**src/design/cma_pkg.sv**
```systemverilog
// Package for the confusion matrix accuracy block: sizes, codes, types and helpers.
// Used by cma_div and the top level confusion_matrix_accuracy, which passes its sizes to cma_ram.
`default_nettype none
package cma_pkg;

	localparam int MAX_CLASSES = 16;
	localparam int CELL_BITS   = 40;
	localparam int NCOLS       = MAX_CLASSES + 1;
	localparam int DEPTH       = MAX_CLASSES * NCOLS;
	localparam int ADDR_W      = $clog2(DEPTH);
	localparam int ROW_W       = $clog2(MAX_CLASSES);
	localparam int COL_W       = $clog2(NCOLS);
	localparam int CLS_W       = 5;
	localparam int CNT_W       = 31;
	localparam int TOTAL_W     = 48;
	localparam int RATIO_W     = 17;
	localparam int FRAC_W      = 16;
	localparam int SUM_RAW     = CELL_BITS + ADDR_W;
	localparam int SUM_W       = (SUM_RAW > TOTAL_W) ? SUM_RAW : TOTAL_W + 1;
	localparam int ACC_W       = RATIO_W + $clog2(MAX_CLASSES + 1);
	localparam int DVD_W       = (ACC_W > RATIO_W) ? ACC_W : RATIO_W;
	localparam int STEP_W      = $clog2(DVD_W + 1);
	localparam int CFG_IDX_W   = 2;

	localparam logic [1:0] MODE_CLEAR  = 2'd0;
	localparam logic [1:0] MODE_ACC    = 2'd1;
	localparam logic [1:0] MODE_READ   = 2'd2;
	localparam logic [1:0] MODE_REPORT = 2'd3;

	localparam logic [2:0] KIND_CELL    = 3'd0;
	localparam logic [2:0] KIND_ROW     = 3'd1;
	localparam logic [2:0] KIND_COL     = 3'd2;
	localparam logic [2:0] KIND_AVG_ACC = 3'd3;
	localparam logic [2:0] KIND_AVG_REL = 3'd4;
	localparam logic [2:0] KIND_OVERALL = 3'd5;

	localparam logic [CFG_IDX_W-1:0] CFG_ROW_CLASSES = 2'd0;
	localparam logic [CFG_IDX_W-1:0] CFG_COL_CLASSES = 2'd1;
	localparam logic [CFG_IDX_W-1:0] CFG_DIFF_DOM    = 2'd2;

	typedef enum logic [3:0] {
		S_CLEAR, S_IDLE, S_ACC_WR, S_CELL, S_WALK, S_WALK_END, S_FIN, S_DIV, S_EMIT
	} state_t;

	typedef enum logic [2:0] {
		PH_ROW, PH_COL, PH_AVG_ACC, PH_AVG_REL, PH_OVERALL
	} phase_t;

	typedef struct packed {
		logic start;
		logic avg;
	} div_req_t;

	function automatic logic [ADDR_W-1:0] cell_addr(input logic [ROW_W-1:0] r,
			input logic [COL_W-1:0] c);
		return ADDR_W'(r) * ADDR_W'(NCOLS) + ADDR_W'(c);
	endfunction

	function automatic logic [TOTAL_W-1:0] sat_total(input logic [SUM_W-1:0] v);
		if (|v[SUM_W-1:TOTAL_W])
			return {TOTAL_W{1'b1}};
		return v[TOTAL_W-1:0];
	endfunction

endpackage
`default_nettype wire

```
**src/design/cma_div.sv**
```systemverilog
// Restoring divider, one quotient bit per cycle, for Q1.16 ratios and averages.
// Depends on cma_pkg for widths and the request struct.
`default_nettype none
module cma_div (
	input  wire logic                    clk,
	input  wire logic                    arst_n,
	input  wire cma_pkg::div_req_t       req,
	input  wire logic [cma_pkg::SUM_W-1:0] num,
	input  wire logic [cma_pkg::SUM_W-1:0] den,
	output logic                         done,
	output logic [cma_pkg::RATIO_W-1:0]  ratio
);
	import cma_pkg::*;

	localparam logic [DVD_W-1:0] ONE_Q = DVD_W'(1) << FRAC_W;

	logic              busy_q;
	logic              done_q;
	logic [STEP_W-1:0] cnt_q;
	logic [SUM_W:0]    rem_q;
	logic [SUM_W-1:0]  den_q;
	logic [DVD_W-1:0]  dvd_q;
	logic [DVD_W-1:0]  quo_q;
	logic [SUM_W:0]    shifted;
	logic [SUM_W:0]    diff;
	logic              ge;

	assign shifted = {rem_q[SUM_W-1:0], dvd_q[DVD_W-1]};
	assign diff    = shifted - {1'b0, den_q};
	assign ge      = shifted >= {1'b0, den_q};

	always_ff @(posedge clk or negedge arst_n) begin
		if (!arst_n) begin
			busy_q <= 1'b0;
			done_q <= 1'b0;
			cnt_q  <= '0;
		end else begin
			done_q <= 1'b0;
			if (req.start) begin
				busy_q <= 1'b1;
				cnt_q  <= req.avg ? STEP_W'(DVD_W) : STEP_W'(RATIO_W);
			end else if (busy_q) begin
				cnt_q <= cnt_q - STEP_W'(1);
				if (cnt_q == STEP_W'(1)) begin
					busy_q <= 1'b0;
					done_q <= 1'b1;
				end
			end
		end
	end

	// A ratio divides num * 2^16; the top of that dividend is num / 2, which
	// is already below the divisor, so only the last 17 bits need steps.
	always_ff @(posedge clk) begin
		if (req.start) begin
			den_q <= den;
			quo_q <= '0;
			if (req.avg) begin
				rem_q <= '0;
				dvd_q <= DVD_W'(num);
			end else begin
				rem_q <= {2'b00, num[SUM_W-1:1]};
				dvd_q <= {num[0], {(DVD_W-1){1'b0}}};
			end
		end else if (busy_q) begin
			rem_q <= ge ? diff : shifted;
			dvd_q <= {dvd_q[DVD_W-2:0], 1'b0};
			quo_q <= {quo_q[DVD_W-2:0], ge};
		end
	end

	assign done  = done_q;
	assign ratio = (quo_q > ONE_Q) ? ONE_Q[RATIO_W-1:0] : quo_q[RATIO_W-1:0];
endmodule
`default_nettype wire

```
**config.mk**
```make
export PLATFORM = sky130hd
export DESIGN_NAME = cma_div
export DESIGN_NICKNAME = d
export VERILOG_FILES = /design/src/design/cma_pkg.sv /design/src/design/cma_div.sv
export SDC_FILE = /design/constraint.sdc
export NUM_CORES = 1
export LEC_CHECK = 0
export BUFFER_PORTS_ARGS = -buffer_cell sky130_fd_sc_hd__buf_2
export CAP_MARGIN = 20
export CELL_PAD_IN_SITES_DETAIL_PLACEMENT = 1
export CELL_PAD_IN_SITES_GLOBAL_PLACEMENT = 1
export CORE_ASPECT_RATIO = 1.4
export CORE_MARGIN = 5
export CORE_UTILIZATION = 41
export DETAILED_ROUTE_END_ITERATION = 6
export GPL_TIMING_DRIVEN = 0
export PLACE_DENSITY = 0.82
export SYNTH_ARGS = -nofsm -noshare
export SYNTH_HDL_FRONTEND = slang
export SYNTH_SLANG_ARGS = --single-unit
```
**constraint.sdc**
```tcl
create_clock -name clk -period 3.4 [get_ports clk]
set_input_delay 0.51 -clock clk [delete_from_list [all_inputs] [get_ports clk]]
set_output_delay 0.51 -clock clk [all_outputs]
set_load 0.01 [all_outputs]
```
==> impl_metrics.json, run 1 <==
{
  "status": "finished with violations",
  "violations": "negative setup slack",
  "cts_inserted_buffers": 17,
  "synth_edf_count": 120,
  "max-slew-margin-rel_pct": 41.8,
  "setup_viol": 10,
  "critical_path_class": "reg -> reg",
  "clk_pin_slew_worst_paths_ns": 0.07,
  "worst_slack_ns": -0.114,
  "path_max_fanout": 10,
  "hold_viol_final": 0,
  "final_layout_size_suffix_gt1_share_pct": 24.3,
  "syn_to_final_growth_pct": 23.9,
  "yosysSeqAreaShare_pct": 47.3,
  "ys_ff_latch": 149,
  "routed_wl_mm": 29.4,
  "dieArea_mm2": 0.0249,
  "grt_use_met2_pct": 41.5,
  "p_leak_nw": 4.89,
  "nets": 1210,
  "netlist_area_mm2": 0.00892,
  "ys.flop_type": "edfxtp_1",
  "syn_nets": 1050,
  "grt_use_met3_pct": 4.21,
  "fin_crit_ns": 3.51,
  "grtUsageTotal_pct": 22.8,
  "clock_path_buffers": 2,
  "instances_no_fill": 1333,
  "hold-worst-slack_ns": 0.229,
  "use_met1_pct": 26.0,
  "numClockSinks": 149,
  "cts_root_buf": "clkbuf_16",
  "syn_area_per_cell_um2": 9.96,
  "cts_tree": "yes",
  "fin_crit_sh_pct": 103,
  "htree_levels": 4,
  "dp_hpwl_mm": 20.7,
  "io_buffers": 119,
  "insertion_delay_ns": 0.46,
  "drt-pass1-iter-count": 4,
  "die_width_um": 135,
  "synth_warnings": 0,
  "fin_util_pct": 51.1,
  "detail-route-antenna-nets": 0,
  "die_h_um": 185,
  "tns_ns": -0.340,
  "critPathArrivalTime_ns": 3.71,
  "grt_busiest_layer": "met2",
  "antenna_found_initial": 0,
  "grt_overflow": 0,
  "io_pins": 120,
  "syn_inst": 896,
  "min_path_type": "in -> reg",
  "cap_violations": 0,
  "gp_congestion": 0.906,
  "synth_cell_types": 67,
  "placed_cells": 1281,
  "cp-end-kind": "flop",
  "tightest_slew_ns": 0.873,
  "core_area_mm2": 0.0216,
  "num_vias": 7725,
  "vias_per_cell": 5.80,
  "cp.required_ns": 3.60,
  "fmax_mhz": 285,
  "fin_skew_ns": 0.0158,
  "grt_pass1_wl_mm": 43.8,
  "antenna_cells": 0,
  "p_per_area_mw_per_mm2": 867,
  "grt_max_degree": 52,
  "slew_violations": 0,
  "drc": 0,
  "start_kind": "flop",
  "rsz0062_at_grt": "true",
  "initial_core_util_pct": 41.3,
  "grt_pass1_vias": 8181,
  "first_iter_violations": 429,
  "rows": 64,
  "routedWlPerCell_um": 22.0,
  "ys_async_sr_fraction_pct": 4.70,
  "irDropWorstVdd_v": 0.000502
}
[power by group]
part / internal (mW) / switching [mW] / leakage, nW
combinational: 2.12 / 2.89 / 3.05
sequential: 2.43 / 0.250 / 1.55
clock: 1.01 / 0.882 / 0.289
total: 5.56 / 4.02 / 4.89
[critical path: stages (launching register included)]
cell and delay (ns):
edfxtp_1 0.42, ha_1 0.50, nand4_1 0.19, or3_1 0.40
nor3_4 0.26, nand4_1 0.24, o21ai_1 0.28, a311oi_2 0.11
buf_4 0.19, buf_4 0.18, a21oi_1 0.18, o21ai_1 0.14
nor2b_2 0.18
[final cells by class]
| type | instances | area, um^2 |
|---|---|---|
| clock inverters | 13 | 121 |
| plain buffers | 35 | 214 |
| repair buffers | 147 | 862 |
| flip-flops and latches | 149 | 4220 |
| multi-input cells | 641 | 4610 |
| fillers | 2457 | 10600 |
| inverters | 65 | 244 |
| well taps | 264 | 330 |
| clock buffers | 19 | 454 |
[stage by stage]
stage | total power, mW | setup slack (ns) | cell area (um^2)
CTS | 8.95 | 0.00657 | 10700
detailed placement | 6.71 | -0.748 | 9900
floorplan | 5.58 | 0.153 | 8920
finish | 9.59 | -0.114 | 11100
global route | 10.1 | -0.174 | 11100
global placement | 6.56 | -0.637 | 9850
[what timing repair did]
action	in CTS	in global routing
gates cloned	0	2
buffers inserted	9	14
hold buffers	1	0
endpoints found under the hold margin	7	0
endpoints found under the setup margin	50	49
pin swaps	9	21
resized for setup	36	63
[cells in the mapped netlist, types with 22 or more instances]
cell,count,share of area [%]
edfxtp_1,120,40
nand2_1,70,2.9
o21ai_1,52,2.9
a21oi_1,83,4.7
nor2_1,66,2.8
inv_1,64,2.7
dfxtp_1,22,4.9
clkbuf_1,31,1.3
xnor2_1,29,2.8
a22o_1,40,3.9
ha_1,51,7.2
mux2i_1,26,2.9
[path summary, 6_finish.rpt]
kind	start	end	slack, ns	cells after the start
worst max-delay path	rem_q[23]	rem_q[31]	-0.11	12
worst max register to register	rem_q[23]	rem_q[31]	-0.11	12
worst min register to register	quo_q[21]	quo_q[21]	0.50	2
min in group asynchronous	arst_n	done	0.42	2
max in group asynchronous	arst_n	busy_q	2.81	2
worst min-delay path	den[42]	den_q[42]	0.23	1
[routing by layer]
metal / part of all wire, % / wire length, um
met1: 39 / 11300
met2: 52 / 15400
met3: 4.8 / 1410
met4: 4.4 / 1290
met5: 0 / 0
[cell usage in the layout, fill, tap and decap left out, drive strengths merged, types with 4 or more instances in the layout]
cell type / instances
a22o: 40
nand3: 15
and2: 18
o21ai: 73
nand4: 13
o21a: 4
nand2b: 8
and3: 4
nand2: 70
nor4: 4
a211oi: 7
inv: 75
nor2: 66
nor3: 8
a21oi: 85
xor2: 21
o21bai: 12
or3: 4
dfxtp: 22
dfrtp: 7
nor2b: 5
a21boi: 6
a21o: 18
edfxtp: 120
clkbuf: 44
mux2i: 26
a31oi: 9
xnor2: 29
a221oi: 5
o211ai: 5
a22oi: 4
ha: 51
buf: 156
[registers in the layout (all words and copies together) (netlist names)]
signal  cells
busy_q      1
cnt_q       5
den_q      49
done        1
dvd_q      22
quo_q      22
rem_q      49
[cells by family after synthesis]
group	share of synthesized area [%]
multiplexers	2.92
AND/OR/NAND/NOR	12.3
buffers and inverters	4.57
XOR/XNOR	4.91
AO/OA/AOI/OAI	20.6
adder cells (fa/ha/maj)	7.38
flip-flops	47.3
Power figures use the tool's default switching activity.
==> run 2, diff against run 1 <==
Settings changed: CORE_UTILIZATION 41 to 46, PLACE_DENSITY 0.82 to 0.87.
Clock period 3.4 ns to 3.7 ns, I/O delays scaled along.
==> impl_metrics.json, run 2 (same netlist as run 1, synthesis figures left out) <==
{
  "final_cell_mix": "buf_2, edfxtp_1, a21oi_1",
  "fin_crit_ns": 3.69,
  "cts_tree": "yes",
  "irDropWorstVdd_v": 0.000427,
  "p_leak_nw": 4.74,
  "cp.required_ns": 3.90,
  "final_layout_size_suffix_gt1_share_pct": 18.8,
  "grt_overflow": 0,
  "drc": 0,
  "reg.largest.list": "den_q (49), rem_q (49)",
  "slew_violations": 0,
  "antenna_found_initial": 0,
  "min_path_type": "in -> reg",
  "routedWlPerCell_um": 21.6,
  "path_max_fanout": 10,
  "clock_path_buffers": 2,
  "die_h_um": 175,
  "first_iter_violations": 509,
  "htree_levels": 4,
  "fmax_mhz": 271,
  "critPathArrivalTime_ns": 3.88,
  "routed_wl_mm": 28.2,
  "clk_pin_slew_worst_paths_ns": 0.08,
  "io_buffers": 119,
  "io_pins": 120,
  "core_area_mm2": 0.0191,
  "syn_to_final_growth_pct": 19.2,
  "nets": 1196,
  "vias_per_cell": 5.93,
  "cap_violations": 0,
  "placed_cells": 1265,
  "die_width_um": 128,
  "start_kind": "flop",
  "cts_inserted_buffers": 17,
  "hold_viol_final": 0,
  "grt_pass1_wl_mm": 44.2,
  "fin_util_pct": 55.6,
  "status": "completed",
  "grt_max_degree": 55,
  "rsz0062_at_grt": "true",
  "fin_skew_ns": 0.0119,
  "layout_commonest_cell": "buf_2",
  "n_fill_cell": 2203,
  "initial_core_util_pct": 46.6,
  "cts_root_buf": "clkbuf_16",
  "grt_pass1_vias": 8516,
  "hold-worst-slack_ns": 0.283,
  "dp_hpwl_mm": 20.2,
  "detail-route-antenna-nets": 0,
  "p_per_area_mw_per_mm2": 779,
  "fin_crit_sh_pct": 99.6,
  "dieArea_mm2": 0.0223,
  "instances_no_fill": 1303,
  "antenna_cells": 0,
  "num_vias": 7730,
  "insertion_delay_ns": 0.44,
  "drt-pass1-iter-count": 5,
  "gp_congestion": 0.921,
  "cp-end-kind": "flop",
  "critical_path_class": "reg -> reg",
  "rows": 60,
  "tightest_slew_ns": 0.886,
  "grtUsageTotal_pct": 25.3,
  "numClockSinks": 149,
  "max-slew-margin-rel_pct": 40.9,
  "setup_viol": 0
}
==> run 2: cell count changes in the layout (fill, tap and decap cells not counted), moves of 4 or more <==
cell	previous run	this run
a21oi_1	71	82
a21oi_2	12	3
buf_4	25	7
clkbuf_1	22	26
ha_1	41	49
ha_2	7	2
inv_1	60	64
inv_2	4	0
nor2_1	62	66
nor2_2	4	0
==> run 2: final timing paths <==
| path | depth (start not counted) | endpoint | slack, ns | start |
|---|---|---|---|---|
| min | 1 | den_q[8] | 0.28 | den[8] |
| min reg2reg | 2 | quo_q[21] | 0.51 | quo_q[21] |
| max | 15 | rem_q[19] | 0.01 | dvd_q[21] |
| min in group asynchronous | 2 | done | 0.48 | arst_n |
| max in group asynchronous | 2 | cnt_q[4] | 3.04 | arst_n |
| max reg2reg | 15 | rem_q[19] | 0.01 | dvd_q[21] |
==> run 2: worst max-delay path, cell delays in order (launching register included) <==
cell      delay (ns)
edfxtp_1        0.40
inv_1           0.10
ha_1            0.19
inv_1           0.06
fa_2            0.37
a211oi_2        0.28
o21ai_2         0.13
o221ai_2        0.23
a21oi_1         0.15
o21ai_2         0.24
nor3_4          0.09
a311oi_2        0.35
buf_4           0.19
buf_2           0.25
o21ai_1         0.18
a22o_1          0.20
==> run 2: through the flow <==
| stage | setup slack [ns] | setup TNS [ns] | area, um^2 | power (mW) |
|---|---|---|---|---|
| after floorplan | 0.453 | 0 | 8920 | 5.13 |
| after global placement | -0.326 | -26.85 | 9830 | 6.02 |
| after detailed placement | -0.480 | -16.12 | 9880 | 6.14 |
| after CTS | 0.0140 | 0 | 10500 | 8.10 |
| after global routing | -0.127 | -2.80 | 10600 | 8.75 |
| final | 0.0143 | 0 | 10600 | 8.29 |
==> run 2: cell type report <==
type | instances | area (um^2) | area share [%]
buffer | 40 | 191 | 1.80
clock buffer | 17 | 425 | 4.00
clock inverter | 15 | 179 | 1.68
inverter | 65 | 244 | 2.29
multi-input combinational | 641 | 4370 | 41.1
sequential | 149 | 4220 | 39.7
tap | 248 | 310 | 2.92
timing repair buffer | 128 | 698 | 6.56
==> run 2: power by group <==
group	internal [mW]	switching [mW]
Clock	0.924	0.871
Combinational	1.62	2.43
Sequential	2.23	0.213
==> run 2: timing repair <==
| item | in CTS | in global routing |
|---|---|---|
| hold buffers | 1 | 0 |
| resized for setup | 14 | 15 |
| pin swaps | 1 | 5 |
| buffers inserted | 1 | 4 |
| hold endpoints to repair | 7 | 0 |
| endpoints found under the setup margin | 50 | 48 |
| gates cloned | 0 | 1 |
==> run 2: layer usage <==
metal | vias up | routed length (um) | global-route usage, %
met2 | 250 | 14700 | 45.7
met4 | 0 | 1160 | 11.2
met3 | 74 | 1420 | 4.83
met5 | - | 0 | 0
li1 | 3573 | - | -
met1 | 3833 | 10900 | 28.7
==> run 3, diff against run 2 <==
Settings changed: ABC_AREA set to 1, CORE_UTILIZATION 46 to 43, PLACE_DENSITY 0.87 to 0.86.
==> impl_metrics.json, run 3 <==
{
  "status": "completed",
  "grt_overflow": 0,
  "cp-end-kind": "flop",
  "final_layout_size_suffix_gt1_share_pct": 11.7,
  "yosysTopAreaCell": "edfxtp_1",
  "total_power_mw": 9.54,
  "first_iter_violations": 428,
  "layout_commonest_cell": "nand2_1",
  "grtUsageTotal_pct": 25.6,
  "initial_core_util_pct": 43.7,
  "syn_area_per_cell_um2": 6.74,
  "final_cell_mix": "nand2_1, inv_1, buf_2",
  "fmax_mhz": 305,
  "dieArea_mm2": 0.0291,
  "path_max_fanout": 26,
  "fin_crit_ns": 3.28,
  "nets": 1939,
  "dp_hpwl_mm": 30.7,
  "synth.most_common_cell": "nand2_1",
  "cap_violations": 0,
  "clk_pin_slew_worst_paths_ns": 0.07,
  "netlist_area_mm2": 0.0111,
  "slew_violations": 0,
  "synthSimpleGateAreaFrac_pct": 36.2,
  "gp_congestion": 0.940,
  "syn_nets": 1798,
  "core_area_mm2": 0.0254,
  "synth_edf_count": 120,
  "crit_end": "dvd_q[21]",
  "setup_viol": 0,
  "p_per_area_mw_per_mm2": 750,
  "htree_levels": 4,
  "rr_worst_depth": 16,
  "synth_top_area_share_pct": 32.5,
  "r2r_end": "rem_q[32]",
  "min_path_type": "in -> reg",
  "synth_xor_area_share_pct": 2.05,
  "ys_async_sr_fraction_pct": 4.70,
  "instances_no_fill": 2118,
  "tns_ns": 0,
  "num_vias": 10864,
  "syn_inst": 1644,
  "rows": 69,
  "yosysSeqAreaShare_pct": 38.1,
  "reg.largest.list": "den_q (49), rem_q (49)",
  "critPathArrivalTime_ns": 3.56,
  "tightest_slew_ns": 0.915,
  "ys.flop_type": "edfxtp_1",
  "grt_pass1_vias": 11635,
  "cts_tree": "yes",
  "clock_path_buffers": 2,
  "grt_max_degree": 45,
  "drc": 0,
  "die_width_um": 146,
  "vias_per_cell": 5.13,
  "multiInputGateArea_mm2": 0.00529,
  "grt_pass1_wl_mm": 58.7,
  "cts_inserted_buffers": 17,
  "yosys-mux-area-fraction_pct": 0,
  "critical_path_class": "in -> reg",
  "hold-worst-slack_ns": 0.282,
  "placed_cells": 2084,
  "antenna_found_initial": 1,
  "synth_compound_area_share_pct": 3.53,
  "syn_to_final_growth_pct": 14.7,
  "synthTopCellsByCount": "nand2_1, inv_1, edfxtp_1",
  "cts_resized": 0,
  "synth_top_family_by_area": "simple AND/OR/NAND/NOR gates",
  "ys_ff_latch": 149,
  "synth_cell_types": 36,
  "io_buffers": 119,
  "max-slew-margin-rel_pct": 38.7,
  "fin_util_pct": 50.1,
  "n_fill_cell": 3442,
  "synth_fa_ha_area_share_pct": 5.94,
  "die_h_um": 200,
  "regToRegStartpoint": "dvd_q[21]",
  "io_pins": 120,
  "synth_area_leaders": "edfxtp_1, nand2_1, inv_1",
  "cts_root_buf": "clkbuf_16",
  "fin_crit_sh_pct": 88.7,
  "routedWlPerCell_um": 17.8,
  "crit_start": "req[1]",
  "cp.required_ns": 3.98,
  "insertion_delay_ns": 0.45,
  "r2r_slack_ns": 0.71,
  "routed_wl_mm": 37.8,
  "hold_viol_final": 0,
  "regArea_mm2": 0.00422,
  "p_leak_nw": 6.92,
  "start_kind": "primary input",
  "fin_skew_ns": 0.0133,
  "numClockSinks": 149,
  "rsz0062_at_grt": "false",
  "irDropWorstVdd_v": 0.000374,
  "synth_warnings": 0,
  "drt-pass1-iter-count": 7,
  "detail-route-antenna-nets": 0
}
[run 3: cell count changes after synthesis, moves of 16 or more]
cell,change
a21o_1,-18
and2_1,-18
nand3_1,+103
nand4_1,+52
mux2i_1,-26
o21ai_0,-16
o22ai_1,+20
inv_1,+279
a22o_1,-40
nand2_1,+553
xor2_1,-21
nor2_1,+44
a21oi_1,-52
o21ai_1,-50
[run 3: critical path, cell delays in order]
cell and delay [ns]:
buf_2 0.55, buf_12 0.27, clkbuf_1 0.38, inv_2 0.26, nor2_1 0.75, clkbuf_1 0.48
nand2_1 0.12, nand3_1 0.17
[run 3: repair_timing]
item                                   in CTS  in global routing
hold buffers                                1                  0
buffers inserted                            0                  0
endpoints found under the hold margin       7                  0
[run 3: layout make-up]
cell class,count,share of cell area (%)
diodes,1,0.0197
plain buffers,42,1.91
clock buffers,17,3.35
clock inverters,15,1.10
inverters,356,10.5
multi-input cells,1097,41.6
flip-flops and latches,149,33.2
well taps,319,3.14
repair buffers,122,5.14
[run 3: through the flow]
step           setup WS (ns)  instance area [um^2]
2_1_floorplan         0.0521                 11100
3_3_place_gp           -2.33                 12100
3_5_place_dp          -0.127                 12100
4_1_cts                0.342                 12700
5_1_grt                0.215                 12700
6_report               0.419                 12700
[run 3: cell families after synthesis]
kind of cell               Yosys count
buffers and inverters              398
xor gates and xnor gates            26
and+or+nand+nor                    951
DFF                                149
adders and majority gates           52
AOI/OAI and AO/OA                   68
[run 3: how the worst min path moves through the flow]
| stage | start | endpoint | cells after the start |
|---|---|---|---|
| after floorplan | arst_n | busy_q | 0 |
| after global placement | arst_n | cnt_q[0] | 1 |
| after detailed placement | arst_n | cnt_q[0] | 1 |
| after CTS | den[46] | den_q[46] | 1 |
| after global routing | den[45] | den_q[45] | 1 |
| final | den[47] | den_q[47] | 1 |
[run 3: per-layer routing]
| layer | vias up | GRT usage [%] | share of wire, % | wire length [um] |
|---|---|---|---|---|
| met5 | - | 0 | 0 | 0 |
| met4 | 0 | 12.4 | 4.5 | 1710 |
| met3 | 85 | 3.86 | 3.0 | 1140 |
| met2 | 215 | 51.4 | 55 | 20800 |
| met1 | 5164 | 25.5 | 37 | 14100 |
| li1 | 5400 | - | - | - |
[run 3: power by group]
part	internal [mW]	leakage, nW	switching (mW)
logic	1.75	5.09	3.61
clock network	0.890	0.282	0.833
registers	2.26	1.54	0.192
total	4.90	6.92	4.64
